`src/lome_pkg.sv`:
```
package lome_pkg;

	localparam int INDEX_BITS = 20;
	localparam int BEATS_MAX = 4;
	localparam int BEAT_IDX_BITS = $clog2(BEATS_MAX);
	localparam int DELTA_EXT_BITS = INDEX_BITS + 1 > 33 ? INDEX_BITS + 1 : 33;

	localparam logic [7:0] THRESHOLD_RESET = 8'd16;
	localparam logic [DELTA_EXT_BITS-1:0] SHORT_DELTA_MAX = DELTA_EXT_BITS'(127);
	localparam logic [DELTA_EXT_BITS-1:0] LONG_DELTA_MAX = DELTA_EXT_BITS'(32767);
	localparam logic [7:0] LONG_DELTA_MARK = 8'h80;

	localparam logic STREAM_MERGED = 1'b0;
	localparam logic STREAM_RECORD = 1'b1;

	typedef logic [INDEX_BITS-1:0] index_t;

	typedef struct packed {
		logic stream_select;
		logic [7:0] byte_value;
		logic delta_overflow;
	} beat_t;

	typedef struct packed {
		beat_t [BEATS_MAX-1:0] beats;
		logic [BEAT_IDX_BITS-1:0] last_beat;
	} record_t;

	function automatic logic [3:0] bit_count8(input logic [7:0] v);
		logic [3:0] c;
		c = 4'd0;
		for (int i = 0; i < 8; i++) begin
			c = c + 4'(v[i]);
		end
		return c;
	endfunction

endpackage

```
`src/lome_classify.sv`:
```
module lome_classify
	import lome_pkg::*;
(
	input  logic [7:0] occupancy_first,
	input  logic [7:0] occupancy_second,
	input  logic [7:0] threshold,
	input  index_t     leaf_index,
	input  index_t     last_exception_index,
	output logic       similar,
	output record_t    rec
);

	logic [3:0] xor_count;
	logic [3:0] count_first;
	logic [3:0] count_second;
	logic [3:0] min_count;
	logic [3:0] min_plus_one;
	logic [11:0] lhs;
	logic [11:0] rhs;
	index_t delta;
	logic [DELTA_EXT_BITS-1:0] delta_ext;
	logic is_short;
	logic ovf;

	always_comb begin
		xor_count = bit_count8(occupancy_first ^ occupancy_second);
		count_first = bit_count8(occupancy_first);
		count_second = bit_count8(occupancy_second);
		min_count = (count_first < count_second) ? count_first : count_second;
		min_plus_one = min_count + 4'd1;
		lhs = 12'({xor_count, 4'b0000});
		rhs = 12'(threshold) * 12'(min_plus_one);
		similar = lhs <= rhs;

		delta = leaf_index - last_exception_index;
		delta_ext = DELTA_EXT_BITS'(delta);
		is_short = delta_ext <= SHORT_DELTA_MAX;
		ovf = delta_ext > LONG_DELTA_MAX;
	end

	always_comb begin
		rec = '0;
		rec.beats[0].stream_select = STREAM_MERGED;
		rec.beats[0].delta_overflow = 1'b0;
		if (similar) begin
			rec.beats[0].byte_value = occupancy_first | occupancy_second;
			rec.last_beat = BEAT_IDX_BITS'(0);
		end else begin
			rec.beats[0].byte_value = occupancy_first;
			if (is_short) begin
				rec.beats[1] = '{STREAM_RECORD, delta_ext[7:0], 1'b0};
				rec.beats[2] = '{STREAM_RECORD, occupancy_second, 1'b0};
				rec.last_beat = BEAT_IDX_BITS'(2);
			end else begin
				rec.beats[1] = '{STREAM_RECORD, LONG_DELTA_MARK | {1'b0, delta_ext[14:8]}, ovf};
				rec.beats[2] = '{STREAM_RECORD, delta_ext[7:0], ovf};
				rec.beats[3] = '{STREAM_RECORD, occupancy_second, ovf};
				rec.last_beat = BEAT_IDX_BITS'(3);
			end
		end
	end

endmodule

```
`src/lome_serializer.sv`:
```
module lome_serializer
	import lome_pkg::*;
(
	input  logic       clk,
	input  logic       arst_n,
	input  logic       load,
	input  record_t    rec,
	output logic       free,
	output logic       m_axis_tvalid,
	input  logic       m_axis_tready,
	output logic [7:0] m_axis_tdata,
	output logic [1:0] m_axis_tuser,
	output logic       m_axis_tlast
);

	record_t rec_q;
	logic [BEAT_IDX_BITS-1:0] idx_q;
	logic valid_q;
	logic at_last;
	logic taken;
	beat_t cur;

	assign cur = rec_q.beats[idx_q];
	assign at_last = idx_q == rec_q.last_beat;
	assign taken = valid_q && m_axis_tready;
	assign free = !valid_q || (taken && at_last);

	assign m_axis_tvalid = valid_q;
	assign m_axis_tdata = cur.byte_value;
	assign m_axis_tuser = {cur.delta_overflow, cur.stream_select};
	assign m_axis_tlast = at_last;

	always_ff @(posedge clk or negedge arst_n) begin
		if (!arst_n) begin
			valid_q <= 1'b0;
			idx_q <= '0;
		end else if (free) begin
			valid_q <= load;
			idx_q <= '0;
		end else if (taken) begin
			idx_q <= idx_q + BEAT_IDX_BITS'(1);
		end
	end

	always_ff @(posedge clk) begin
		if (free && load) begin
			rec_q <= rec;
		end
	end

endmodule

```
`src/leaf_occupancy_merge_encoder.sv`:
```
// Takes one pair of leaf occupancy bytes per input beat and emits the merged
// byte (the OR of the pair if similar, else the first byte), followed by an
// exception record when the pair is not similar, one byte per output beat. A
// similar pair yields one byte, an exception with a short delta three and one
// with a long delta four. Input beats are taken in every cycle in which the
// input register is empty or the result register frees. The first byte of an
// item is presented once its beat has been loaded from the input register into
// the serializer. The threshold must only be written while the block is idle.
module leaf_occupancy_merge_encoder
	import lome_pkg::*;
(
	input  logic        clk,
	input  logic        arst_n,
	input  logic        cfg_valid,
	output logic        cfg_ready,
	input  logic [7:0]  cfg_data,
	input  logic        s_axis_tvalid,
	output logic        s_axis_tready,
	input  logic [15:0] s_axis_tdata,  // occupancy_first, occupancy_second
	input  logic        s_axis_tuser,  // frame_start
	output logic        m_axis_tvalid,
	input  logic        m_axis_tready,
	output logic [7:0]  m_axis_tdata,  // byte_value
	output logic [1:0]  m_axis_tuser,  // stream_select, delta_overflow
	output logic        m_axis_tlast   // last_of_item
);

	logic [7:0] threshold_q;
	index_t leaf_q;
	index_t last_exc_q;

	logic valid_s1;
	logic [7:0] first_s1;
	logic [7:0] second_s1;
	logic start_s1;

	index_t leaf_eff;
	index_t last_eff;
	logic similar;
	record_t rec;
	logic free;
	logic load;

	assign cfg_ready = 1'b1;
	assign load = valid_s1 && free;
	assign s_axis_tready = !valid_s1 || free;

	always_ff @(posedge clk or negedge arst_n) begin
		if (!arst_n) begin
			threshold_q <= THRESHOLD_RESET;
		end else if (cfg_valid && cfg_ready) begin
			threshold_q <= cfg_data;
		end
	end

	always_ff @(posedge clk or negedge arst_n) begin
		if (!arst_n) begin
			valid_s1 <= 1'b0;
		end else if (s_axis_tready) begin
			valid_s1 <= s_axis_tvalid;
		end
	end

	always_ff @(posedge clk) begin
		if (s_axis_tready && s_axis_tvalid) begin
			first_s1 <= s_axis_tdata[7:0];
			second_s1 <= s_axis_tdata[15:8];
			start_s1 <= s_axis_tuser;
		end
	end

	assign leaf_eff = start_s1 ? '0 : leaf_q;
	assign last_eff = start_s1 ? '0 : last_exc_q;

	always_ff @(posedge clk or negedge arst_n) begin
		if (!arst_n) begin
			leaf_q <= '0;
			last_exc_q <= '0;
		end else if (load) begin
			leaf_q <= leaf_eff + INDEX_BITS'(1);
			last_exc_q <= similar ? last_eff : leaf_eff;
		end
	end

	lome_classify u_classify (
		.occupancy_first      (first_s1),
		.occupancy_second     (second_s1),
		.threshold            (threshold_q),
		.leaf_index           (leaf_eff),
		.last_exception_index (last_eff),
		.similar              (similar),
		.rec                  (rec)
	);

	lome_serializer u_serializer (
		.clk           (clk),
		.arst_n        (arst_n),
		.load          (load),
		.rec           (rec),
		.free          (free),
		.m_axis_tvalid (m_axis_tvalid),
		.m_axis_tready (m_axis_tready),
		.m_axis_tdata  (m_axis_tdata),
		.m_axis_tuser  (m_axis_tuser),
		.m_axis_tlast  (m_axis_tlast)
	);

endmodule

```
`config.mk`:
```
export PLATFORM = sky130hd
export DESIGN_NAME = leaf_occupancy_merge_encoder
export DESIGN_NICKNAME = d
export VERILOG_FILES = /design/src/lome_pkg.sv /design/src/lome_classify.sv /design/src/lome_serializer.sv /design/src/leaf_occupancy_merge_encoder.sv
export SDC_FILE = /design/constraint.sdc
export NUM_CORES = 1
export LEC_CHECK = 0
export ABC_AREA = 1
export BUFFER_PORTS_ARGS = -buffer_cell sky130_fd_sc_hd__buf_2
export CORE_UTILIZATION = 30
export CTS_CLUSTER_SIZE = 8
export DETAILED_ROUTE_END_ITERATION = 16
export GPL_ROUTABILITY_DRIVEN = 0
export GPL_TIMING_DRIVEN = 0
export HOLD_SLACK_MARGIN = 0.03
export PLACE_DENSITY = 0.44
export SYNTH_ARGS = -nofsm -noshare
export SYNTH_HDL_FRONTEND = slang
export SYNTH_SLANG_ARGS = --single-unit
```
`constraint.sdc`:
```
create_clock -name clk -period 15.35 [get_ports clk]
set_clock_uncertainty 0.15 [all_clocks]
set_input_delay 0.7675 -clock clk [delete_from_list [all_inputs] [get_ports clk]]
set_output_delay 0.7675 -clock clk [all_outputs]
set_load 0.02 [all_outputs]
```
==> reports/metrics.csv <==
metric,value,unit
outcome,finished clean,
reg-to-reg startpoint,first_s1[0],
Tmin final,8.72,ns
postcts setup bufs,0,
# diodes,0,
first-pass GRT wire length,36800,um
synth unique cells,38,
Buffers on Ports,42,
RSZ-0062 raised after global routing,no,
"area leader, netlist",edfxtp_1,
"top cells by count, synth","nand2_1 (350), inv_1 (201), nor2_1 (119), nand3_1 (92), ha_1 (62)",
Post-Syn Instances,1162,
Reg2Reg Depth,35,
Critical Path Source Type,flip-flop,
Placeable Area,27200,um2
Worst-path clk slew,0.09,ns
sequential-to-total area share from yosys stat,34.2,%
most instantiated library cell after synthesis,nand2_1,
largest net degree at the start of global routing,53,
drt first pass iters,4,
met1 Resource Use GR,22.6,%
Initial DRC Count,395,
Worst EP arrival,8.65,ns
placed inst area,9070,um2
worst path required time,15.27,ns
Final Non-Filler Cells,1593,
CTS tree,done,
Fillers,3022,
worst slew pin tran,0.794,ns
max cap viols,0,
fin util,34.5,%
clk_lat worst skew,0.37,ns
DRC errors left,0,
vias in the first global route,6985,
CP dominant cell by count,fa_1,
Final Instance Area,9380,um2
"Most Used Layer, Global Route",met2,
total grt overflow,0,
"Max FO, Critical Path",10,
DIE WIDTH,169,um
DIE AREA,28600,um2
# nets final,1333,
Post-Route WL,22200,um
syn avg cell area,7.21,um2
Resize count post-CTS,0,
Final Setup Violations,0,
post-synth top area share,18.6,%
Area Overhead vs Synth,12.0,%
dpl cells,1577,
Total GRT Usage,16.5,%
clock sinks,104,
initial core utilization,30.8,%
fmax,115,MHz
reg2reg setup slack,6.63,ns
relative slew slack,47.0,%
CTS Buffer Depth,2,
clock root cell,clkbuf_16,
main flop type after synthesis,edfxtp_1,
endpoint type of the worst setup path,flip-flop,
share of layout cells above drive strength 1,7.94,%
hpwl dp,18000,um
Num CTS Buffers,9,
worst reg2reg path endpoint,u_serializer.rec_q[10],
Core Rows,60,
period utilization,56.8,%
final slew viol count,0,
#FFs+latches synth,104,
final hold violation count,0,
die height,169,um
critical path class,reg -> reg,
grt met3 use,2.17,%
yosys warns,0,
antenna violations before repair,0,
"slowest stage cell, crit path",fa_1,
Slowest Stage Delay on Critical Path,0.56,ns
met2 Usage GRT,27.6,%
Via density,4.42,
Syn Nets,1279,
H-tree depth,3,
top-level I/O count,44,
"EDFF count, synth",52,
"Hold-fix buffers, CTS",0,
main area contributors after synthesis,"edfxtp_1 (19%), nand2_1 (16%), dfrtp_1 (15%)",
worst hold path class,in -> async,
final setup TNS,0,ns
Routed WL per cell,13.9,um
DRT antenna net count,0,
Async SR Flop Fraction,50.0,%
DR vias,7037,
Post-Syn Area,8370,um2
-- cell families (layout without fill, tap and decap cells) --
family,count (synthesis),after routing,share of synthesized area (%)
buffers and inverters,238,297,11.0
AND/OR/NAND/NOR,610,610,30.4
XOR/XNOR,34,34,3.56
adder cells (fa/ha/maj),87,87,15.2
other,1,1,0.0448
AO/OA/AOI/OAI,88,88,5.63
flip-flops,104,104,34.2
-- cell type report --
| type | count | area (um2) | area share, % |
|---|---|---|---|
| sequential | 104 | 2860 | 30.5 |
| clock inverter | 7 | 78.8 | 0.841 |
| multi-input combinational | 820 | 4590 | 49.0 |
| clock buffer | 9 | 225 | 2.40 |
| inverter | 209 | 785 | 8.37 |
| timing repair buffer | 43 | 233 | 2.48 |
| tap | 372 | 465 | 4.96 |
| buffer | 29 | 134 | 1.43 |
-- state kept, by name, summed over array words and instances (netlist names) --
| register | cells |
|---|---|
| last_exc_q | 20 |
| threshold_q | 8 |
| leaf_q | 20 |
| first_s1 | 8 |
| u_serializer.idx_q | 2 |
| u_serializer.rec_q | 35 |
| valid_s1 | 1 |
| second_s1 | 8 |
| start_s1 | 1 |
| u_serializer.m_axis_tvalid | 1 |
-- per-stage QoR --
step	worst slack [ns]	hold WS, ns
floorplan	7.90	0.299
global placement	6.65	0.312
detailed placement	6.61	0.315
CTS	6.59	0.336
global route	6.03	0.359
finish	6.63	0.306
-- placed cells by master, fill, tap and decap left out, types with 2 or more instances in the layout --
| cell type | instances |
|---|---|
| nor3_1 | 8 |
| xnor2_1 | 8 |
| buf_2 | 45 |
| clkbuf_16 | 9 |
| nand3_1 | 92 |
| clkbuf_1 | 19 |
| nand3b_1 | 5 |
| nor2_4 | 2 |
| a21oi_1 | 26 |
| inv_1 | 201 |
| buf_4 | 4 |
| clkinv_8 | 2 |
| inv_6 | 3 |
| a31oi_1 | 2 |
| xor2_1 | 26 |
| o22ai_1 | 9 |
| nand4_1 | 12 |
| nor2_1 | 119 |
| nand2_1 | 350 |
| ha_1 | 62 |
| edfxtp_1 | 52 |
| inv_2 | 8 |
| nor4_1 | 2 |
| o21bai_1 | 3 |
| and2_1 | 2 |
| nand2_2 | 7 |
| o21ai_0 | 44 |
| fa_1 | 25 |
| nor2_2 | 7 |
| dfrtp_1 | 51 |
| a21oi_2 | 2 |
-- critical path, delay by kind of cell, from the launching register on --
kind                     cells  cell delay (ns)
AO/OA/AOI/OAI                6             0.96
XOR/XNOR                     2             0.66
adder cells (fa/ha/maj)     10             4.10
buffers and inverters        7             0.72
flip-flops                   1             0.45
AND/OR/NAND/NOR             10             1.38
-- how the worst max path moves through the flow --
| stage | start | end | slack (ns) | cells past startpoint |
|---|---|---|---|---|
| floorplan | first_s1[0] | u_serializer.rec_q[10] | 7.90 | 36 |
| global placement | first_s1[0] | last_exc_q[13] | 6.65 | 36 |
| detailed placement | first_s1[0] | u_serializer.rec_q[10] | 6.61 | 35 |
| CTS | first_s1[0] | u_serializer.rec_q[10] | 6.59 | 35 |
| global route | first_s1[0] | last_exc_q[19] | 6.03 | 36 |
| finish | first_s1[0] | u_serializer.rec_q[10] | 6.63 | 35 |
-- per-layer routing --
layer	share of wire, %	vias to the layer above
met5	0	-
met2	46	81
met4	1.2	0
met1	50	3201
li1	-	3739
met3	2.3	16
Power is left out: the tool's default activity adds up to more than one toggle a clock period on the data nets, which glitch-free logic cannot reach.
